--- src/design/sfu_pkg.sv ---
// Shared types, constants and helpers for the saturating fixed-point unit.
// No dependencies; used by every module of the block.
package sfu_pkg;

   localparam int UNITS_DEFAULT = 60;

   // largest magnitude of the symmetric fixed-point range
   localparam logic [30:0] FX_MAX = 31'h3FFF_FFFF;

   // double exponent bias plus the fraction width
   localparam logic signed [12:0] EXP_OFFSET = 13'sd1075;

   typedef enum logic [2:0] {
      ACT_NEAREST = 3'd0,
      ACT_FLOOR   = 3'd1,
      ACT_CEIL    = 3'd2,
      ACT_ADD     = 3'd3,
      ACT_SUB     = 3'd4,
      ACT_NEG     = 3'd5,
      ACT_ABS     = 3'd6,
      ACT_SCALE   = 3'd7
   } action_type;

   typedef enum logic [1:0] {
      RND_NEAREST = 2'd0,
      RND_FLOOR   = 2'd1,
      RND_CEIL    = 2'd2,
      RND_TRUNC   = 2'd3
   } mode_type;

   // class of the double product
   typedef enum logic [1:0] {
      K_ZERO = 2'd0,
      K_SAT  = 2'd1,
      K_TINY = 2'd2,
      K_NORM = 2'd3
   } kind_type;

   // per-item control that rides along the pipeline
   typedef struct packed {
      logic        is_fixed;
      logic [30:0] fixed_res;
      kind_type    kind;
      mode_type    mode;
      logic        sign;
      logic [10:0] exp;
   } tag_type;

   // clamp a 32-bit signed value into the symmetric range
   function automatic logic [30:0] sat_fx(logic signed [31:0] v);
      logic [30:0] r;
      if (v > $signed({1'b0, FX_MAX})) begin
         r = FX_MAX;
      end else if (v < -$signed({1'b0, FX_MAX})) begin
         r = 31'(-FX_MAX);
      end else begin
         r = v[30:0];
      end
      return r;
   endfunction

endpackage

--- src/design/sfu_mult.sv ---
// Two-stage 53 x 31 bit significand multiplier: partial products, then sum.
// Depends on sfu_pkg.
module sfu_mult (
   input  logic             clock,
   input  logic             reset,
   input  logic             adv,
   input  logic             in_valid,
   input  sfu_pkg::tag_type in_tag,
   input  logic [52:0]      mant,
   input  logic [30:0]      mult,
   input  logic [4:0]       lm,
   output logic             valid_ff,
   output sfu_pkg::tag_type tag_ff,
   output logic [83:0]      prod_ff,
   output logic [4:0]       lm_ff
);

   logic             pp_valid_ff;
   sfu_pkg::tag_type pp_tag_ff;
   logic [4:0]       pp_lm_ff;
   logic [56:0]      pp_hi_ff, pp_hi_in;
   logic [57:0]      pp_lo_ff, pp_lo_in;
   logic [83:0]      prod_in;

   // partial products on the upper and lower significand halves
   always_comb begin
      pp_hi_in = 57'(mant[52:27]) * 57'(mult);
      pp_lo_in = 58'(mant[26:0]) * 58'(mult);
      prod_in  = {pp_hi_ff[56:0], 27'd0} + 84'(pp_lo_ff);
   end

   always_ff @(posedge clock) begin
      if (reset) begin
         pp_valid_ff <= 1'b0;
         valid_ff    <= 1'b0;
      end else if (adv) begin
         pp_valid_ff <= in_valid;
         valid_ff    <= pp_valid_ff;
      end
   end

   always_ff @(posedge clock) begin
      if (adv) begin
         pp_hi_ff  <= pp_hi_in;
         pp_lo_ff  <= pp_lo_in;
         pp_tag_ff <= in_tag;
         pp_lm_ff  <= lm;
         prod_ff   <= prod_in;
         tag_ff    <= pp_tag_ff;
         lm_ff     <= pp_lm_ff;
      end
   end

endmodule

--- config.mk ---
export PLATFORM = sky130hd
export DESIGN_NAME = sfu_mult
export DESIGN_NICKNAME = d
export VERILOG_FILES = /design/src/design/sfu_pkg.sv /design/src/design/sfu_mult.sv
export SDC_FILE = /design/constraint.sdc
export NUM_CORES = 2
export LEC_CHECK = 0
export ABC_CLOCK_PERIOD_IN_PS = 9800
export BUFFER_PORTS_ARGS = -buffer_cell sky130_fd_sc_hd__buf_2
export CAP_MARGIN = 20
export CORE_ASPECT_RATIO = 0.9
export CORE_MARGIN = 5
export CORE_UTILIZATION = 60
export DETAILED_ROUTE_END_ITERATION = 6
export GPL_TIMING_DRIVEN = 1
export PLACE_DENSITY_LB_ADDON = 0.1
export SYNTH_ARGS = -nofsm -noshare
export SYNTH_HDL_FRONTEND = slang
export SYNTH_SLANG_ARGS = --single-unit
--- constraint.sdc ---
create_clock -name clock -period 9.8 [get_ports clock]
set_input_delay 0.49 -clock clock [delete_from_list [all_inputs] [get_ports clock]]
set_output_delay 0.49 -clock clock [all_outputs]
set_load 0.02 [all_outputs]
## Word-level counts from Yosys, hierarchy flattened

Index checks and enable logic that the tools add are counted.

| word-level totals | value |
|---|---|
| bits in registers | 307 |
| logic and storage cells | 22 |
| output and inout port bits | 138 |
| bits of input ports | 141 |

| operators by class | value |
|---|---|
| $mul | 2 |
| add/sub/neg operators | 1 |

Operators by type and width:

| kind | number |
|---|---|
| $add 84x58->84 | 1 |
| $mul 27x31->58 | 1 |
| $mul 26x31->57 | 1 |

## Longest topological paths before layout

| logic depth | value |
|---|---|
| word-level depth | 1 |
| mapped depth | 29 |
| gate-level depth less buffers | 26 |

## Least setup slack after synthesis

Ideal clock, no wire load.

| timing | value |
|---|---|
| kind | input -> register |
| start point | input mult[16] |
| end point | register pp_lo_ff[55] (data pin) |
| setup time | 259 ps |
| slack | 2265 ps |
| arrival | 7276 ps |
| stages on the path | 26 |
| cell sequence | clkbuf_1 -> clkbuf_1 -> nand2_1 -> fa_1 -> inv_1 -> fa_1 -> inv_1 -> fa_1 -> fa_1 -> fa_1 -> inv_1 -> fa_1 -> inv_1 -> fa_1 -> inv_1 -> ha_1 -> nand2_1 -> or3_1 -> or4_1 -> o32ai_2 -> a21bo_2 -> a311oi_4 -> o31ai_4 -> and2b_1 -> a41oi_1 -> xnor2_1 |

| on the way | value |
|---|---|
| longest elaborated chain between the ends | 1 |

RTL lines:

| element | line | RTL |
|---|---|---|
| start, declared | sfu_mult.sv:10 | `input logic [30:0] mult,` |
| $mul 27x31->58 | sfu_mult.sv:28 | `pp_lo_in = 58'(mant[26:0]) * 58'(mult);` |
| net pp_lo_in[55] | sfu_mult.sv:22 | `logic [57:0] pp_lo_ff, pp_lo_in;` |
| end signal, assigned | sfu_mult.sv:45 | `pp_lo_ff <= pp_lo_in;` |
| end, declared | sfu_mult.sv:22 |  |

The timed path passes the listed nets, and every way through them passes these cells.
A chain may end at the register's enable or synchronous reset.

## Worst setup path after layout

| timing | value |
|---|---|
| start point | input mult[14] |
| end point | register pp_hi_ff[55] (data pin) |

| on the way | value |
|---|---|
| longest elaborated chain between the ends | 1 |

RTL lines:

| element | line | RTL |
|---|---|---|
| $mul 26x31->57 | sfu_mult.sv:27 | `pp_hi_in = 57'(mant[52:27]) * 57'(mult);` |
| net pp_hi_in[55] | sfu_mult.sv:21 | `logic [56:0] pp_hi_ff, pp_hi_in;` |
| end signal, assigned | sfu_mult.sv:44 | `pp_hi_ff <= pp_hi_in;` |
| end, declared | sfu_mult.sv:21 |  |

The timed path passes the listed nets, and every way through them passes these cells.

==> summary.txt <==
Vias in the first global route -> 48172
Resize count post-CTS -> 0
Final min period -> 8060 ps
Residual DRC count -> 0
Synthesis-to-finish area growth -> 5.42%
Initial DRC count -> 3241
Primary FF master, synth -> edfxtp_1
Final Cycle Share -> 0.822
Total CTS buffers -> 35
GRT Overall Usage -> 0.297
R2r setup slk -> 5860 ps
Post-synth EDFFs -> 305
Hold Crit Start -> in_tag[31]
Die X -> 355 um
Vias -> 45138
CTS sink cnt -> 307
Maxcap violations -> 0
R2R depth -> 12
Slew margin rel. -> 0.303
Core area -> 107000 um2
Antenna Violating Nets Remaining -> 0
Postcts setup bufs -> 0
Maximum clock insertion buffer count -> 3
RSZ-0062 raised after global routing -> no
Mean Syn Cell Area -> 9.56 um2
Final hold vios -> 0
Post-synthesis cell count -> 6739
Hold depth -> 1
Post-synthesis sequential area ratio -> 0.143
Initial antenna violation count -> 21
First-pass GRT wire length -> 264000 um
WL/cell -> 20.2 um
CTS tree -> done
Final Setup Violations -> 0
Max Freq -> 124 MHz
Crit path DAT -> 8350 ps
Vias/cell -> 5.53
Ranking of synthesized cells by area -> fa_1, edfxtp_1, inv_1, ha_1, and2_1
Worst-path clk slew -> 60 ps
Area of the die -> 114000 um2
Syn Nets -> 8723
Netlist cell types -> 71
Post-synthesis register bit count -> 307
Largest net degree at the start of global routing -> 96
Cts hold-fix bufs -> 0
Initial Util -> 0.602
Worst r2r dst -> prod_ff[76]$_DFFE_PP_
FFs w/ async S/R, synth -> 0
Hold EP -> pp_tag_ff[31]$_DFFE_PP_
Status -> complete, no violations
Mapped Area -> 64400 um2
Final hold slack -> 98.4 ps
Slew Viols, Final -> 0
Crit end category -> register
Row count -> 114
CP required -> 10090 ps
Fin nets -> 8724
IO buf count -> 278
Detail Placement HPWL -> 133000 um
Io pins -> 279
Synthesis Warnings -> 0
Routed WL -> 165000 um
GP Congestion -> 0.927
Cell accounting for the most synthesized area -> fa_1
Top-area cell type share of the netlist area -> 0.441
GRT overflow -> 0
Layout cells sized above 1 -> 0.0612
CTS Root Cell -> clkbuf_16
Startpoint types -> input pin
H-tree depth -> 2
Setup total negative slack -> 0 ps
Reg-to-reg startpoint -> pp_lo_ff[29]$_DFFE_PP_
1st-pass router iterations -> 6
Die boundary height -> 321 um
Worst clock skew -> 35.2 ps
Clock latency on the worst-skew pair -> 560 ps
CP Class -> in2reg
Least-Margin Pin Slew -> 1040 ps
Max FO, Critical Path -> 32
Hold/Removal Path Class -> in2reg
-- cell type report --
type                       instances  area, um2
antenna                            9       22.5
clock buffer                      42        902
clock inverter                    21        300
fill                            8974      39100
inverter                        1600       6010
multi-input combinational       4445      47800
sequential                       307       9200
tap                             1392       1740
timing repair buffer             351       1990
-- synthesized netlist by cell type, types with 5 or more instances --
cell type	instances
ha_1	424
and3_1	23
a211oi_1	10
o22ai_1	5
and2_1	744
a31oi_1	20
nor3_1	18
a21o_1	88
or3_1	5
clkbuf_1	381
nand2_1	1001
a21oi_1	137
o211ai_1	8
nor2_1	88
xnor2_1	107
o21bai_1	19
edfxtp_1	305
nand4_1	37
a311oi_1	6
nor2b_1	24
fa_1	1419
o31ai_1	5
o21a_1	21
o21ai_1	29
xor2_1	54
nand3_1	33
nand2b_1	15
o21ai_0	36
inv_1	1599
buf_2	6
nor4_1	6
-- critical path, cell delays in order --
cell and delay (ps):
buf_2 770, and2_1 290, fa_1 440, fa_1 550, inv_1 50, fa_1 530
inv_1 50, fa_1 400, fa_1 470, fa_1 540, inv_1 40, fa_1 470
inv_1 40, ha_1 350, and3_1 210, a221o_1 330, a21oi_1 350, o21ai_1 280
o21ai_1 480, o31ai_1 250, a211o_1 310, a21o_1 200, a311oi_1 310, xnor2_1 110
-- metal layers --
layer,vias to the layer above,part of all wire,track usage,routed length [um]
met5,-,0.0012,0.00500,204
met4,20,0.038,0.102,6250
met3,312,0.090,0.0705,14900
met2,1772,0.46,0.472,76500
met1,23203,0.41,0.405,67100
li1,19831,-,-,-
-- logic make-up after synthesis --
group,Yosys count,synth area share
simple gates,2009,0.152
buf+inv,1987,0.116
fa+ha+maj,1843,0.523
compound gates,429,0.0436
flops,307,0.143
xor+xnor,161,0.0219
mux,3,0.000466
-- worst max-delay path by stage --
stage	cells past startpoint	startpoint	to	slack, ps
detailed placement	24	mult[14]	pp_hi_ff[55]$_DFFE_PP_	1410
finish	24	mult[14]	pp_hi_ff[55]$_DFFE_PP_	1740
global placement	24	mult[14]	pp_hi_ff[55]$_DFFE_PP_	1540
global route	24	mult[14]	pp_hi_ff[55]$_DFFE_PP_	1520
floorplan	26	mult[16]	pp_lo_ff[55]$_DFFE_PP_	2260
CTS	24	mult[14]	pp_hi_ff[55]$_DFFE_PP_	1970
-- stage by stage --
step,worst slack (ps),instances,instance area [um2],util
2_1_floorplan,2260,6739,64400,-
3_3_place_gp,1540,8095,66700,0.624
3_5_place_dp,1410,8095,66700,0.624
4_1_cts,1970,8158,67900,0.635
5_1_grt,1520,8163,67900,0.635
6_report,1740,8167,67900,0.635
-- registers in the layout, indices dropped and copies added (netlist names) --
signal       flops
pp_hi_ff        57
lm_ff            5
pp_valid_ff      1
pp_lm_ff         5
prod_ff         84
valid_ff         1
tag_ff          48
pp_lo_ff        58
pp_tag_ff       48
-- layout by cell type (no fill, tap or decap), drive strengths merged, types with 5 or more instances in the layout --
master and instances:
xnor2 107, nor2 88, o211ai 8, bufinv 6, a31oi 20, a21oi 137, or3 5, o21ai 65
edfxtp 305, a211oi 10, clkbuf 42, nand2 1001, and2 744, o21a 21, nand3 33, inv 1602
nor4 6, o21bai 19, nor2b 24, o31ai 7, nand4 37, a21o 88, xor2 54, a311oi 7
ha 424, buf 351, nand2b 15, diode 9, o22ai 5, and3 23, fa 1419, nor3 19
clkinv 13
Power is left out: the tool's default activity adds up to more than one toggle a clock period on the data nets, which glitch-free logic cannot reach.
