File: src/design/sfu_pkg.sv
// Shared types, constants and helpers for the saturating fixed-point unit.
// No dependencies; used by every module of the block.
package sfu_pkg;

   localparam int UNITS_DEFAULT = 60;

   // largest magnitude of the symmetric fixed-point range
   localparam logic [30:0] FX_MAX = 31'h3FFF_FFFF;

   // double exponent bias plus the fraction width
   localparam logic signed [12:0] EXP_OFFSET = 13'sd1075;

   typedef enum logic [2:0] {
      ACT_NEAREST = 3'd0,
      ACT_FLOOR   = 3'd1,
      ACT_CEIL    = 3'd2,
      ACT_ADD     = 3'd3,
      ACT_SUB     = 3'd4,
      ACT_NEG     = 3'd5,
      ACT_ABS     = 3'd6,
      ACT_SCALE   = 3'd7
   } action_type;

   typedef enum logic [1:0] {
      RND_NEAREST = 2'd0,
      RND_FLOOR   = 2'd1,
      RND_CEIL    = 2'd2,
      RND_TRUNC   = 2'd3
   } mode_type;

   // class of the double product
   typedef enum logic [1:0] {
      K_ZERO = 2'd0,
      K_SAT  = 2'd1,
      K_TINY = 2'd2,
      K_NORM = 2'd3
   } kind_type;

   // per-item control that rides along the pipeline
   typedef struct packed {
      logic        is_fixed;
      logic [30:0] fixed_res;
      kind_type    kind;
      mode_type    mode;
      logic        sign;
      logic [10:0] exp;
   } tag_type;

   // clamp a 32-bit signed value into the symmetric range
   function automatic logic [30:0] sat_fx(logic signed [31:0] v);
      logic [30:0] r;
      if (v > $signed({1'b0, FX_MAX})) begin
         r = FX_MAX;
      end else if (v < -$signed({1'b0, FX_MAX})) begin
         r = 31'(-FX_MAX);
      end else begin
         r = v[30:0];
      end
      return r;
   endfunction

endpackage

File: src/design/sfu_unpack.sv
// Input stage: decodes the action, splits the double, does integer ops.
// Depends on sfu_pkg.
module sfu_unpack #(
   parameter int UNITS_PER_WHOLE = sfu_pkg::UNITS_DEFAULT
) (
   input  logic               clock,
   input  logic               reset,
   input  logic               adv,
   input  logic               in_valid,
   input  logic [2:0]         action,
   input  logic signed [30:0] operand_a,
   input  logic signed [30:0] operand_b,
   input  logic [63:0]        float_bits,
   output logic               valid_ff,
   output sfu_pkg::tag_type   tag_ff,
   output logic [52:0]        mant_ff,
   output logic [30:0]        mult_ff,
   output logic [4:0]         lm_ff
);

   sfu_pkg::action_type act;
   sfu_pkg::tag_type    tag_in;
   logic signed [31:0]  a_ext, b_ext;
   logic [30:0]         mag_a;
   logic [30:0]         mult_in;
   logic [4:0]          lm_in;
   logic                fsign, f_nan, f_inf, f_zero, f_sub, m_zero;
   logic [10:0]         fexp;
   logic [51:0]         ffrac;

   // decode and integer actions
   always_comb begin
      act    = sfu_pkg::action_type'(action);
      a_ext  = {operand_a[30], operand_a};
      b_ext  = {operand_b[30], operand_b};
      fsign  = float_bits[63];
      fexp   = float_bits[62:52];
      ffrac  = float_bits[51:0];
      f_nan  = (fexp == 11'h7FF) && (ffrac != 52'd0);
      f_inf  = (fexp == 11'h7FF) && (ffrac == 52'd0);
      f_zero = (fexp == 11'd0) && (ffrac == 52'd0);
      f_sub  = (fexp == 11'd0) && (ffrac != 52'd0);
      mag_a  = operand_a[30] ? 31'(-operand_a) : operand_a;

      tag_in.is_fixed  = 1'b1;
      tag_in.fixed_res = '0;
      tag_in.mode      = sfu_pkg::RND_TRUNC;
      tag_in.sign      = fsign;
      tag_in.exp       = fexp;
      mult_in          = 31'(UNITS_PER_WHOLE);
      case (act)
         sfu_pkg::ACT_NEAREST: begin
            tag_in.is_fixed = 1'b0;
            tag_in.mode     = sfu_pkg::RND_NEAREST;
         end
         sfu_pkg::ACT_FLOOR: begin
            tag_in.is_fixed = 1'b0;
            tag_in.mode     = sfu_pkg::RND_FLOOR;
         end
         sfu_pkg::ACT_CEIL: begin
            tag_in.is_fixed = 1'b0;
            tag_in.mode     = sfu_pkg::RND_CEIL;
         end
         sfu_pkg::ACT_ADD: tag_in.fixed_res = sfu_pkg::sat_fx(a_ext + b_ext);
         sfu_pkg::ACT_SUB: tag_in.fixed_res = sfu_pkg::sat_fx(a_ext - b_ext);
         sfu_pkg::ACT_NEG: tag_in.fixed_res = sfu_pkg::sat_fx(-a_ext);
         sfu_pkg::ACT_ABS: tag_in.fixed_res = sfu_pkg::sat_fx({1'b0, mag_a});
         default: begin
            tag_in.is_fixed = 1'b0;
            tag_in.sign     = fsign ^ operand_a[30];
            mult_in         = mag_a;
         end
      endcase

      // product class
      m_zero = (mult_in == 31'd0);
      if (f_nan || (f_inf && m_zero)) begin
         tag_in.kind = sfu_pkg::K_ZERO;
      end else if (f_inf) begin
         tag_in.kind = sfu_pkg::K_SAT;
      end else if (f_zero || m_zero) begin
         tag_in.kind = sfu_pkg::K_ZERO;
      end else if (f_sub) begin
         tag_in.kind = sfu_pkg::K_TINY;
      end else begin
         tag_in.kind = sfu_pkg::K_NORM;
      end

      // leading one of the integer multiplier
      lm_in = '0;
      for (int i = 0; i < 31; i++) begin
         if (mult_in[i]) lm_in = 5'(i);
      end
   end

   always_ff @(posedge clock) begin
      if (reset) begin
         valid_ff <= 1'b0;
      end else if (adv) begin
         valid_ff <= in_valid;
      end
   end

   always_ff @(posedge clock) begin
      if (adv) begin
         tag_ff  <= tag_in;
         mant_ff <= {1'b1, ffrac};
         mult_ff <= mult_in;
         lm_ff   <= lm_in;
      end
   end

endmodule

File: config.mk
export PLATFORM = sky130hd
export DESIGN_NAME = sfu_unpack
export DESIGN_NICKNAME = d
export VERILOG_FILES = /design/src/design/sfu_pkg.sv /design/src/design/sfu_unpack.sv
export SDC_FILE = /design/constraint.sdc
export NUM_CORES = 1
export LEC_CHECK = 0
export ABC_AREA = 1
export ABC_CLOCK_PERIOD_IN_PS = 5000
export BUFFER_PORTS_ARGS = -buffer_cell sky130_fd_sc_hd__buf_2
export CORE_AREA = 2 2 162 164
export DETAILED_ROUTE_END_ITERATION = 8
export DIE_AREA = 0 0 164 166
export PLACE_DENSITY = 0.65
export SLEW_MARGIN = 20
export SYNTH_ARGS = -nofsm -noshare
export SYNTH_HDL_FRONTEND = slang
export SYNTH_SLANG_ARGS = --single-unit
export TNS_END_PERCENT = 1
File: constraint.sdc
create_clock -name clock -period 5 [get_ports clock]
set_clock_uncertainty 0.15 [all_clocks]
set_input_delay 0.75 -clock clock [delete_from_list [all_inputs] [get_ports clock]]
set_output_delay 0.75 -clock clock [all_outputs]
set_load 0.005 [all_outputs]
# Word-level counts from Yosys, hierarchy flattened

Cells that the tools add are included.
W data, S select, Z words.

Output and inout port bits: 138
Flip-flop bits (word level): 137

Equality and inequality tests: 7
Reductions and logical operators: 18
Magnitude comparators: 8
Bitwise operators: 1
Mux-type cells: 46
$add $sub $neg: 4

Operator list:

| cell                   | count |
|---|---|
| $mux W31               | 10 |
| $lt A32 B31 Y1 const B | 4 |
| $pmux W31 S4           | 1 |
| $gt A32 B31 Y1 const B | 3 |
| $mux W5                | 14 |
| $logic_not A52 Y1      | 1 |
| $reduce_bool A52 Y1    | 1 |
| $add A31 B31 Y32       | 1 |
| $mux W4                | 8 |
| $neg A31 Y32           | 1 |
| $sub A31 B31 Y32       | 1 |
| $gt A31 B30 Y1 const B | 1 |
| $logic_not A31 Y1      | 1 |
| $neg A31 Y31           | 1 |
| $reduce_or A15 Y1      | 1 |
| $reduce_or A7 Y1       | 2 |
| $mux W3                | 4 |
| $eq A11 B11 Y1 const B | 1 |
| $logic_not A11 Y1      | 1 |
| $eq A3 B3 Y1 const B   | 3 |
| $eq A3 B2 Y1 const B   | 2 |
| $mux W1                | 6 |
| $pmux W2 S3            | 1 |
| $reduce_or A3 Y1       | 2 |
| 7 further kinds        | 13 |

# Longest topological paths before layout

Depth in word-level cells: 32
Gate-level depth with buffers: 35
Gate-level depth less buffers: 35

# Worst setup path after synthesis

OpenSTA, ideal clock, no wires.

Path type: input to register
Start point: input port operand_a[0]
End point: register tag_ff[28] (netlist bit) (data pin)
Data required time: 4715 ps
Stages: 25
Slack: 1003 ps
Data arrival time: 3713 ps
Cell sequence: clkinv_1 ha_1 nand2_2 inv_2 nand2_2 nor2_2 nand4_2 nor2_2 nand4_1 or2_1 nor2_2 nand2_1 nor4_1 nand2_1 nor3_1 ha_1 nor4_2 nand3b_1 nand3_1 nand2_1 buf_6 buf_12 o211ai_2 inv_2 nand3_1

RTL lines:

| what                 | line              | source |
|---|---|---|
| from (decl)          | sfu_unpack.sv:11  | `input logic signed [30:0] operand_a,` |
| to (signal assigned) | sfu_unpack.sv:106 | `tag_ff <= tag_in;` |
| to (decl)            | sfu_unpack.sv:15  | `output sfu_pkg::tag_type tag_ff,` |

==> flow_summary.toml <==
[critical_path]
worst-path-buf-inv = 5
crit_arrival_ps = 4290
cp_max_fo = 14
cp.required_ps = 5030
cp-end-kind = "flop"
timing.rr.start = "valid_ff"
regToRegSetupSlack_ps = 4260
path_cells = "buf_2, inv_1, ha_1, nand2_2, nor2_1, nand3_1, nor4_1, buf_4, nand3_1, nor2_1, nand2_1, xor2_1, nand4_1, o31ai_1, nand3_1, nand2_1, buf_4, inv_2, o21ai_1, nand2_1, a21oi_1, nand2_1"
crit_path_end = "tag_ff[45]"
cp_top_family = "simple AND/OR/NAND/NOR gates"
cpPeakStageDelay_ps = 340
r2r_cells = 2
crit_path_frequent_cell = "nand2_1"
path_depth = 22
slowest_stage = "nor4_1"
r2r_end = "valid_ff"
cp-startpoint = "operand_a[1]"
worstSetupStartpointType = "input pin"
worstSetupPathType = "input pin to flop"

[grt]
antenna_found_initial = 1
gr-total-overflow = 0
grt_pass1_wl_um = 56350
grtUsageTotal = 0.2670
grt_max_degree = 113
first_global_vias = 10820

[power]
power_mw = 3.928
power_frac_seq = 0.363
comb_power_share = 0.307
internal_power_mw = 2.568
power_switching_mw = 1.360
swShare = 0.3462
vdd_drop_max_mv = 0.1770
p_clk_frac = 0.331
pwr_density_cell_nw_per_um2 = 287.1
p_leak_nw = 6.677

[yosys]
synthFlopType = "edfxtp_1"
synth-async-reset-ratio = 0
netlist_area_sq_um = 11330
yosys_warnings = 0
synth-edff-count = 136
netlist_instances = 1532
syn-num-nets = 1731
ys_ff_latch = 137
synth_cell_types = 62
yosysSeqAreaShare = 0.3623
syn_avg_cell_area_sq_um = 7.394

[place]
dp_cells = 2118
place.gp.congestion = 0.9349
io_buffer_count = 269
dp_hpwl_um = 30680

[die]
design.core.area_sq_um = 25620
io_pins = 271
dieArea_sq_um = 27220
std_cell_rows = 59
dieWidth_um = 164
die_h_um = 166
initial_core_util = 0.4422

[clock_network]
cts_buffers = 17
cts_tree = "built"
h-tree-depth = 4
clock-sinks = 137
clk-insertion-delay-late_ps = 420
cts_hold_buffers = 0
post-cts-setup-buffers = 0
cts_resized = 0
ctsLongestPathBuffers = 2
ctsRootBufferMaster = "clkbuf_16"
cts.clk_slew.worst_paths_ps = 70

[drt]
first_pass_iters = 5
drc = 0
drt_iter0_drc = 1035
wl_per_cell_um = 17.21
ant_nets = 0
vias = 11360
wl_um = 36990
vias_per_cell = 5.283

[sta]
min_period_over_period = 0.8515
hold-worst-slack_ps = 326.0
final-hold-violation-count = 0
max_freq_mhz = 234.9
finalSetupTns_ps = 0
relSlewSlack = 0.3248
setup_viol = 0
final.min_clock_period_ps = 4258
worst_pin_slew_ps = 1009
grt_setup_unrepaired = "no"
final_max_slew_viol_count = 0

[final_layout]
multi_input_area_sq_um = 6177
n_fill_cell = 2506
seq_area_sq_um = 4104
n_antenna_cell = 0
layout.nets = 2001
instances_no_fill = 2150
syn2layout_area_growth_pct = 20.79
drive_gt1_frac = 0.2220

[worst_hold_path]
hp-class = "input pin to flop"
hold_start = "reset"

[job]
cap_violations = 0

[outcome]
outcome = "finished clean"
through the flow:
step                cell area, sq um    util  worst slack (ps)
finish                         13680  0.5341             742.3
global route                   13680  0.5341             471.8
CTS                            13680  0.5341             866.2
detailed placement             13080  0.5105             421.0
global placement               13080  0.5105             429.4
floorplan                      11330       -              1003
power groups by stage:
stage | logic (mW) | registers [mW] | clock network [mW]
after floorplan | 0.726 | 1.45 | 0
after global placement | 1.19 | 1.45 | 0
after detailed placement | 1.19 | 1.45 | 0
after CTS | 1.20 | 1.43 | 1.32
after global routing | 1.34 | 1.43 | 1.37
final | 1.21 | 1.42 | 1.30
logic make-up (layout without fill, tap and decap cells):
group,after synthesis,count (layout),synth area share
AO/OA/AOI/OAI,239,239,0.1265
XOR/XNOR,67,67,0.05181
adder cells (fa/ha/maj),66,66,0.07423
buffers and inverters,254,537,0.09257
flip-flops,137,137,0.3623
multiplexers,1,1,0.0008837
other,1,1,0.0003311
AND/OR/NAND/NOR,767,767,0.2914
how the worst min path moves through the flow:
stage	end	slack, ps	cells after the start
2_1_floorplan	valid_ff	330	2
3_3_place_gp	valid_ff	330	2
3_5_place_dp	valid_ff	350	2
4_1_cts	valid_ff	310	2
5_1_grt	valid_ff	340	2
6_report	valid_ff	330	2
routing by layer:
layer	up-vias	track usage	wire, um
li1	5615	-	-
met1	5193	0.3311	15260
met2	470	0.4731	18130
met3	78	0.02947	2382
met4	2	0.1014	1217
met5	-	0	11
layout by cell type (no fill, tap or decap), drive strengths merged, types with 17 or more instances in the layout:
| cell type | n |
|---|---|
| ha | 64 |
| nand3 | 82 |
| buf | 299 |
| nand4 | 23 |
| xor2 | 61 |
| o211ai | 20 |
| a21oi | 91 |
| nand2 | 448 |
| inv | 212 |
| nor4 | 32 |
| o21ai | 87 |
| nor2 | 151 |
| edfxtp | 136 |
| clkbuf | 17 |
Yosys cell counts (3+ instances only):
| cell | number | share of area |
|---|---|---|
| xor2_1 | 61 | 0.047 |
| xnor2_1 | 6 | 0.0046 |
| o211ai_1 | 9 | 0.0060 |
| or2_1 | 3 | 0.0017 |
| buf_1 | 5 | 0.0017 |
| nor2_1 | 138 | 0.046 |
| and3_1 | 3 | 0.0017 |
| nand4_1 | 20 | 0.011 |
| o21bai_1 | 8 | 0.0053 |
| o21a_1 | 7 | 0.0046 |
| o211ai_2 | 11 | 0.012 |
| a21oi_2 | 4 | 0.0031 |
| o21ai_0 | 76 | 0.034 |
| nand3b_1 | 3 | 0.0020 |
| or2_2 | 3 | 0.0017 |
| o31ai_1 | 4 | 0.0027 |
| clkbuf_1 | 14 | 0.0046 |
| edfxtp_1 | 136 | 0.36 |
| inv_1 | 180 | 0.060 |
| buf_4 | 10 | 0.0066 |
| ha_1 | 64 | 0.071 |
| buf_2 | 14 | 0.0062 |
| a31oi_1 | 4 | 0.0022 |
| a21oi_1 | 87 | 0.038 |
| nand2_1 | 441 | 0.15 |
| nor2_4 | 3 | 0.0030 |
| nor4_1 | 31 | 0.017 |
| o21ai_1 | 10 | 0.0044 |
| inv_2 | 23 | 0.0076 |
| nand3_1 | 80 | 0.035 |
| o221ai_1 | 3 | 0.0023 |
| nor2_2 | 10 | 0.0055 |
| nand2_2 | 7 | 0.0039 |
| clkinv_1 | 3 | 0.00099 |
| nor3_1 | 14 | 0.0062 |
| a21boi_1 | 3 | 0.0020 |
cell type report:
cell class	instances	area share
repair buffers	299	0.1171
clock inverters	15	0.01317
well taps	335	0.03064
inverters	206	0.05652
multi-input cells	1141	0.4515
flip-flops and latches	137	0.3000
clock buffers	17	0.03109
sequential cells by signal, indices dropped and copies added (netlist names):
signal and count:
lm_ff 5, mult_ff 31, mant_ff 52, tag_ff 48, valid_ff 1
(Power assumes the default switching activity.)
