[src/design/sfu_pkg.sv]
// Shared types, constants and helpers for the saturating fixed-point unit.
// No dependencies; used by every module of the block.
package sfu_pkg;

   localparam int UNITS_DEFAULT = 60;

   // largest magnitude of the symmetric fixed-point range
   localparam logic [30:0] FX_MAX = 31'h3FFF_FFFF;

   // double exponent bias plus the fraction width
   localparam logic signed [12:0] EXP_OFFSET = 13'sd1075;

   typedef enum logic [2:0] {
      ACT_NEAREST = 3'd0,
      ACT_FLOOR   = 3'd1,
      ACT_CEIL    = 3'd2,
      ACT_ADD     = 3'd3,
      ACT_SUB     = 3'd4,
      ACT_NEG     = 3'd5,
      ACT_ABS     = 3'd6,
      ACT_SCALE   = 3'd7
   } action_type;

   typedef enum logic [1:0] {
      RND_NEAREST = 2'd0,
      RND_FLOOR   = 2'd1,
      RND_CEIL    = 2'd2,
      RND_TRUNC   = 2'd3
   } mode_type;

   // class of the double product
   typedef enum logic [1:0] {
      K_ZERO = 2'd0,
      K_SAT  = 2'd1,
      K_TINY = 2'd2,
      K_NORM = 2'd3
   } kind_type;

   // per-item control that rides along the pipeline
   typedef struct packed {
      logic        is_fixed;
      logic [30:0] fixed_res;
      kind_type    kind;
      mode_type    mode;
      logic        sign;
      logic [10:0] exp;
   } tag_type;

   // clamp a 32-bit signed value into the symmetric range
   function automatic logic [30:0] sat_fx(logic signed [31:0] v);
      logic [30:0] r;
      if (v > $signed({1'b0, FX_MAX})) begin
         r = FX_MAX;
      end else if (v < -$signed({1'b0, FX_MAX})) begin
         r = 31'(-FX_MAX);
      end else begin
         r = v[30:0];
      end
      return r;
   endfunction

endpackage

[src/design/sfu_conv.sv]
// Rounds the product to a double, splits integer and fraction, applies the
// rounding mode, sign and saturation. Holds the output register. Depends on sfu_pkg.
module sfu_conv (
   input  logic             clock,
   input  logic             reset,
   input  logic             adv,
   input  logic             in_valid,
   input  sfu_pkg::tag_type in_tag,
   input  logic [83:0]      prod,
   input  logic [4:0]       lm,
   output logic             out_valid_ff,
   output logic [30:0]      out_result_ff
);

   // round stage
   logic [4:0]       k;
   logic [6:0]       top_idx;
   logic [52:0]      rsig;
   logic             rbit, sticky_r, up;
   logic [53:0]      rn;
   logic [84:0]      pr_in, pr_ff;
   logic [6:0]       top_in, top_ff;
   logic             rd_valid_ff;
   sfu_pkg::tag_type rd_tag_ff;

   // shift stage
   logic signed [12:0] sh, hi;
   logic [12:0]        dneg;
   logic [6:0]         dsh;
   logic [127:0]       prw, shifted;
   logic [29:0]        ip_in, ip_ff;
   logic               half_in, half_ff, stk_in, stk_ff, sat_in, sat_ff;
   logic               sh_valid_ff;
   sfu_pkg::tag_type   sh_tag_ff;

   // finish stage
   logic        frac_nz, inc;
   logic [30:0] mag, magf, res_in;

   // round the exact product to 53 significant bits, ties to even
   always_comb begin
      top_idx  = 7'(lm) + 7'd53;
      k        = lm + 5'(prod[top_idx]);
      rsig     = 53'(prod >> k);
      rbit     = 1'b0;
      sticky_r = 1'b0;
      if (k != 5'd0) begin
         rbit     = prod[k - 5'd1];
         sticky_r = |(prod & ((84'd1 << (k - 5'd1)) - 84'd1));
      end
      up     = rbit && (sticky_r || rsig[0]);
      rn     = {1'b0, rsig} + 54'(up);
      pr_in  = 85'(rn) << k;
      top_in = 7'd52 + 7'(k) + 7'(rn[53]);
   end

   // place the binary point: integer part, half bit, sticky
   always_comb begin
      sh      = $signed({2'b00, rd_tag_ff.exp}) - sfu_pkg::EXP_OFFSET;
      hi      = sh + $signed({6'd0, top_ff});
      dneg    = 13'(-sh);
      dsh     = (dneg > 13'd100) ? 7'd100 : dneg[6:0];
      prw     = 128'(pr_ff);
      shifted = prw >> dsh;
      ip_in   = '0;
      half_in = 1'b0;
      stk_in  = 1'b0;
      sat_in  = 1'b0;
      case (rd_tag_ff.kind)
         sfu_pkg::K_SAT:  sat_in = 1'b1;
         sfu_pkg::K_TINY: stk_in = 1'b1;
         sfu_pkg::K_NORM: begin
            if (hi >= 13'sd30) begin
               sat_in = 1'b1;
            end else if (sh >= 13'sd0) begin
               ip_in = 30'(pr_ff << sh[4:0]);
            end else begin
               ip_in   = shifted[29:0];
               half_in = prw[dsh - 7'd1];
               stk_in  = |(prw & ((128'd1 << (dsh - 7'd1)) - 128'd1));
            end
         end
         default: ;
      endcase
   end

   // rounding mode, sign and clamp
   always_comb begin
      frac_nz = half_ff || stk_ff;
      case (sh_tag_ff.mode)
         sfu_pkg::RND_NEAREST: inc = half_ff;
         sfu_pkg::RND_FLOOR:   inc = sh_tag_ff.sign && frac_nz;
         sfu_pkg::RND_CEIL:    inc = !sh_tag_ff.sign && frac_nz;
         default:              inc = 1'b0;
      endcase
      mag  = {1'b0, ip_ff} + 31'(inc);
      magf = (sat_ff || (mag > sfu_pkg::FX_MAX)) ? sfu_pkg::FX_MAX : mag;
      if (sh_tag_ff.is_fixed) begin
         res_in = sh_tag_ff.fixed_res;
      end else if (sh_tag_ff.sign) begin
         res_in = 31'(-magf);
      end else begin
         res_in = magf;
      end
   end

   always_ff @(posedge clock) begin
      if (reset) begin
         rd_valid_ff  <= 1'b0;
         sh_valid_ff  <= 1'b0;
         out_valid_ff <= 1'b0;
      end else if (adv) begin
         rd_valid_ff  <= in_valid;
         sh_valid_ff  <= rd_valid_ff;
         out_valid_ff <= sh_valid_ff;
      end
   end

   always_ff @(posedge clock) begin
      if (adv) begin
         pr_ff         <= pr_in;
         top_ff        <= top_in;
         rd_tag_ff     <= in_tag;
         ip_ff         <= ip_in;
         half_ff       <= half_in;
         stk_ff        <= stk_in;
         sat_ff        <= sat_in;
         sh_tag_ff     <= rd_tag_ff;
         out_result_ff <= res_in;
      end
   end

endmodule

[config.mk]
export PLATFORM = sky130hd
export DESIGN_NAME = sfu_conv
export DESIGN_NICKNAME = d
export VERILOG_FILES = /design/src/design/sfu_pkg.sv /design/src/design/sfu_conv.sv
export SDC_FILE = /design/constraint.sdc
export NUM_CORES = 2
export LEC_CHECK = 0
export BUFFER_PORTS_ARGS = -buffer_cell sky130_fd_sc_hd__buf_4
export CELL_PAD_IN_SITES_DETAIL_PLACEMENT = 0
export CELL_PAD_IN_SITES_GLOBAL_PLACEMENT = 1
export CORE_UTILIZATION = 44
export DETAILED_ROUTE_END_ITERATION = 6
export PLACE_DENSITY_LB_ADDON = 0.1
export SYNTH_ARGS = -nofsm -noshare
export SYNTH_HDL_FRONTEND = slang
export SYNTH_SLANG_ARGS = --single-unit
[constraint.sdc]
create_clock -name clock -period 14.6 [get_ports clock]
set_input_delay 4.38 -clock clock [delete_from_list [all_inputs] [get_ports clock]]
set_output_delay 4.38 -clock clock [all_outputs]
set_load 0.01 [all_outputs]
[Yosys cells after proc, flatten, opt, wreduce, memory -nomap -nowiden]
Index checks and enable logic that the tools add are counted.
Word-level totals
  bits of input ports: 141
  output and inout bits: 32
  register bits after elaboration: 242
  word-level logic and storage cells: 87
Cells by class
  order comparisons: 7
  reduce and logical (&&, ||, !) cells: 13
  muxes and demuxes: 19
  equal/unequal tests: 5
  shifts and indexed selects: 6
  add/subtract/negate cells: 14
  bitwise operators: 3
Operators with widths (count)
  85-bit by 128-bit bitwise AND with 128-bit output: 1
  128-bit OR reduction: 1
  1-bit by 7-bit << shifter with 128-bit output (first input constant): 1
  128-bit by 1-bit subtractor with 128-bit output (second input constant): 1
  31-bit two-way mux: 3
  54-bit by 5-bit << shifter with 85-bit output: 1
  85-bit by 5-bit << shifter with 30-bit output: 1
  85-bit by 7-bit >> shifter with 30-bit output: 1
  84-bit bitwise AND: 1
  84-bit OR reduction: 1
  1-bit by 5-bit << shifter with 84-bit output (first input constant): 1
  84-bit by 5-bit >> shifter with 53-bit output: 1
  84-bit by 1-bit subtractor with 84-bit output (second input constant): 1
  53-bit by 1-bit adder with 54-bit output: 1
  30-bit by 1-bit adder with 31-bit output: 1
  31-bit by 30-bit > comparator with 1-bit output (second input constant): 1
  31-bit negator: 1
  30-bit two-way mux: 1
  7-bit by 8-bit < comparator with 1-bit output (second input constant): 2
  1-bit binary-select mux with 7-bit select: 2
  12-bit by 8-bit adder with 13-bit output: 1
  13-bit by 6-bit >= comparator with 1-bit output (second input constant): 1
  13-bit by 7-bit > comparator with 1-bit output (second input constant): 1
  12-bit negator with 13-bit output: 1
  24 further kinds: 39

[Depth between registers and ports, before layout]
  depth in word-level cells: 14
  mapped depth: 46

[Least setup slack after synthesis]
No wires, ideal clock.
  path type: input -> register
  start point: in lm[0]
  end point: reg pr_ff[44], data pin
  path slack: 0.514 ns
  required time: 14.410 ns
  arrival time: 13.896 ns
  cell stages on the path: 40
  buffers on the path: 14
  cells stage by stage: ha_1 -> clkbuf_1 -> mux4_2 -> mux4_2 -> nand2_1 -> o21ai_0 -> nand2_1 -> a21oi_1 -> a21o_1 -> ha_1 -> buf_4 -> buf_6 -> buf_4 -> buf_6 -> buf_6 -> buf_4 -> buf_6 -> clkbuf_1 -> (+4 left out) -> ha_1 -> buf_1 -> mux4_2 -> mux4_2 -> a22oi_1 -> nor2_1 -> ha_1 -> inv_1 -> a211oi_2 -> nand3b_1 -> clkbuf_1 -> nor2_1 -> a2bb2o_1 -> a211o_1 -> mux2i_1 -> mux2i_1 -> mux2_2 -> a222oi_1
On the way
  cells in the longest elaborated chain, start to end: 14
  elaborated cells on any way between the ends: 19
  classes of those cells: 5 x add/sub; 3 x shift; 6 x mux; 1 x bitwise; 4 x reduce/logical
Ends and longest elaborated chain
  start: declaration: RTL line sfu_conv.sv:10  | input logic [4:0] lm,
  5-bit by 6-bit adder with 7-bit output: RTL line sfu_conv.sv:42  | top_idx = 7'(lm) + 7'd53;
  1-bit binary-select mux with 7-bit select: RTL line sfu_conv.sv:43  | k = lm + 5'(prod[top_idx]);
  1-bit two-way mux (implied by the code): RTL line sfu_conv.sv:43
  5-bit by 1-bit adder with 5-bit output (*): RTL line sfu_conv.sv:43
  5-bit by 1-bit subtractor with 5-bit output: RTL line sfu_conv.sv:48, sfu_conv.sv:49
  1-bit by 5-bit << shifter with 84-bit output: RTL line sfu_conv.sv:49  | sticky_r = |(prod & ((84'd1 << (k - 5'd1)) - 84'd1));
  84-bit by 1-bit subtractor with 84-bit output: RTL line sfu_conv.sv:49
  84-bit bitwise AND: RTL line sfu_conv.sv:49
  84-bit OR reduction: RTL line sfu_conv.sv:49
  1-bit two-way mux: RTL line sfu_conv.sv:47  | if (k != 5'd0) begin
  1-bit logical OR: RTL line sfu_conv.sv:51  | up = rbit && (sticky_r || rsig[0]);
  1-bit logical AND: RTL line sfu_conv.sv:51
  53-bit by 1-bit adder with 54-bit output: RTL line sfu_conv.sv:52  | rn = {1'b0, rsig} + 54'(up);
  54-bit by 5-bit << shifter with 85-bit output (*): RTL line sfu_conv.sv:53  | pr_in = 85'(rn) << k;
  net pr_in[44]: RTL line sfu_conv.sv:21  | logic [84:0] pr_in, pr_ff;
  end signal: assignment: RTL line sfu_conv.sv:121  | pr_ff <= pr_in;
  end: declaration: RTL line sfu_conv.sv:21
The timed path passes the listed nets; every way through them passes the cells marked *. The select of a mux whose other input is x is not followed.
A chain may end at the register's enable or synchronous reset.

[Worst setup path after layout]
  start point: in lm[0]
  end point: reg pr_ff[52], data pin
The elaborated chain is that of the path after synthesis.

==> results.cfg <==
[floorplan]
rows = 100
start_util = 0.446
ios = 173
dieArea_um2 = 76600
fp.dieW_um = 277
coreArea_um2 = 74600
die_h_um = 277

[sta]
period_share = 0.878
finalHoldViolations = 0
max_freq_ghz = 0.0780
rsz0062_at_grt = false
relSlewSlack = 0.173
layout_setup_ws_ps = 1770
fin_crit_ps = 12830
drv_slew = 0
setup_tns_ps = 0
fin_skew_ps = 9.85
worst_pin_slew_ps = 1230
setup_viol = 0

[layout]
final_layout_size_suffix_gt1_frac = 0.169
mostFrequentLayoutCell = nand2_1
finalNetCount = 4118
syn2layout_area_growth_pct = 8.61
final_cell_mix = nand2_1, mux2i_1, nor2_1

[setup_path]
startpoint = lm[0]
end_kind = flip-flop
max_stage_delay_ps = 730
reg2reg_setup_slack_ps = 2870
critical_path_depth = 31
path_max_fanout = 34
worstPathRequired_ps = 14930
cp_data_arrival_time_ps = 13150
cpMaxStageDelayCell = mux2i_1
crit_family = compound AO/OA/AOI/OAI gates
ff2ff_path_depth = 27
timing.rr.end = stk_ff
startpoint_type = primary input
worst-path-buf-inv = 6
worst_setup_path_endpoint = pr_ff[52]
r2r_start = rd_tag_ff[0]
critical_path_class = in -> reg

[grt]
grt_pass1_wl_um = 220000
grt_pass1_vias = 31900
antenna_found_initial = 1
grt_overflow = 0
grt_max_degree = 135
grtUsageTotal = 0.382

[power]
power_frac_seq = 0.255
vdd_ir_drop_max_v = 0.0000973
p_total_mw = 4.38
swShare = 0.481
pwr-share-comb = 0.578
p_sw_mw = 2.11
p_int_mw = 2.27
p_clk_frac = 0.167
powerDensity_nw_per_um2 = 121
power.leakage_nw = 13.2

[clock_network]
path_clk_slew_ps = 60
postCtsSetupBuffers = 0
cts_tree = built
cts_sinks = 242
cts-root-buf = clkbuf_16
cts.repair.resized = 0
ctsHoldBuffers = 0
h-tree-depth = 1
clk_path_buf_depth = 3
cts_buffers = 27
insertion_delay_ps = 580

[logic_synthesis]
syn_inst = 3967
synth-seq-cells = 242
synth_flop_cell = edfxtp_1
async_flop_share = 0
synth_fp_nets = 4148
ys_seq_area_frac = 0.218
synth-edff-count = 239
mappedNetlistArea_um2 = 33200
synth_cell_types = 112
avgSynthCellArea_um2 = 8.38
yosysWarningCount = 0

[drt]
dr.pass1.iters = 6
drcViolationCount = 0
antenna_left = 0
avgViaCountPerCell = 6.87
num_vias = 33900
drt_wl_total_um = 151000
dr.first_iter.drc_count = 3883
drt-wirelength-per-cell_um = 30.7

[placement]
io_buffers = 172
hpwl_um = 114000
place_congestion = 1.05
pre_cts_ws_ps = 1380

[min_path]
min_path_type = reg -> reg

[outcome]
status = finished clean

[run]
cap_violations = 0
[layout make-up]
type,count,area [um^2]
well taps,969,1210
multi-input cells,3351,24500
diodes,3,7.51
flip-flops and latches,242,7240
clock buffers,28,679
inverters,57,218
fillers,7448,38500
repair buffers,258,1980
clock inverters,22,265
[power groups by stage]
stage	sequential [mW]	clock, mW	combinational [mW]
2_1_floorplan	0.961	0	1.73
3_3_place_gp	1.11	0	2.48
3_5_place_dp	1.11	0	2.47
4_1_cts	1.09	0.746	2.48
5_1_grt	1.10	0.766	2.69
6_report	1.12	0.730	2.53
[per-stage QoR]
step	utilization	hold slack, ps	instances	area (um^2)
after floorplan	-	400	3967	33200
after global placement	0.471	400	4877	35100
after detailed placement	0.471	405	4877	35100
after CTS	0.484	418	4927	36100
after global routing	0.484	422	4927	36100
final	0.484	415	4930	36100
[synth_stat cells, types with 14 or more instances]
| library cell | number | area share |
|---|---|---|
| buf_1 | 42 | 0.0047 |
| or3_1 | 54 | 0.010 |
| nand2_1 | 451 | 0.051 |
| mux2_2 | 135 | 0.046 |
| edfxtp_1 | 239 | 0.22 |
| and3_1 | 21 | 0.0040 |
| nor4_1 | 36 | 0.0068 |
| a31oi_1 | 43 | 0.0081 |
| o21a_1 | 17 | 0.0038 |
| inv_1 | 49 | 0.0055 |
| nor2_1 | 410 | 0.046 |
| nor2b_1 | 29 | 0.0055 |
| a21oi_1 | 262 | 0.039 |
| a22o_1 | 16 | 0.0042 |
| o22ai_1 | 35 | 0.0066 |
| o21ai_1 | 14 | 0.0021 |
| or2_2 | 21 | 0.0040 |
| buf_2 | 45 | 0.0068 |
| a21o_1 | 29 | 0.0066 |
| mux4_2 | 146 | 0.099 |
| nand3_1 | 133 | 0.020 |
| a211oi_1 | 49 | 0.011 |
| o31ai_1 | 31 | 0.0070 |
| and2_1 | 20 | 0.0038 |
| clkbuf_1 | 203 | 0.023 |
| ha_1 | 39 | 0.015 |
| nand2b_1 | 22 | 0.0041 |
| xnor2_1 | 90 | 0.024 |
| o211ai_1 | 89 | 0.020 |
| nor3_1 | 89 | 0.013 |
| o21ai_0 | 240 | 0.036 |
| mux2i_1 | 424 | 0.13 |
| a22oi_1 | 25 | 0.0056 |
| nand4_1 | 48 | 0.0090 |
| xor2_1 | 60 | 0.016 |
| a32oi_1 | 14 | 0.0037 |
[registers in the layout, summed over array words and instances, names as in the netlist]
| name | flops |
|---|---|
| rd_tag_ff | 48 |
| sat_ff | 1 |
| out_valid_ff | 1 |
| out_result_ff | 31 |
| rd_valid_ff | 1 |
| pr_ff | 85 |
| sh_tag_ff | 35 |
| stk_ff | 1 |
| top_ff | 7 |
| half_ff | 1 |
| sh_valid_ff | 1 |
| ip_ff | 30 |
[cell families (layout without fill, tap and decap cells)]
kind of cell	Yosys count	in the layout	synth area share
multiplexers	707	707	0.273
adder cells (fa/ha/maj)	40	40	0.0153
AND/OR/NAND/NOR	1396	1396	0.195
other	0	3	0
XOR/XNOR	155	155	0.0427
buffers and inverters	374	365	0.0494
AO/OA/AOI/OAI	1053	1053	0.207
flip-flops	242	242	0.218
[layer usage]
metal	global-route usage	wire, um	vias to the layer above
met5	0	0	-
met3	0.0407	11400	464
li1	-	-	15100
met2	0.614	68800	1859
met1	0.489	59300	16500
met4	0.245	11800	0
[worst min path at each step]
stage                              from             to  slack, ps  depth (start not counted)
after floorplan           rd_tag_ff[11]  sh_tag_ff[11]        400                          0
after global placement    rd_tag_ff[29]  sh_tag_ff[29]        400                          0
after detailed placement  rd_tag_ff[11]  sh_tag_ff[11]        400                          0
after CTS                 rd_tag_ff[39]  sh_tag_ff[39]        420                          0
after global routing      rd_tag_ff[31]  sh_tag_ff[31]        420                          0
final                     rd_tag_ff[30]  sh_tag_ff[30]        410                          0
Power figures use the tool's default switching activity.
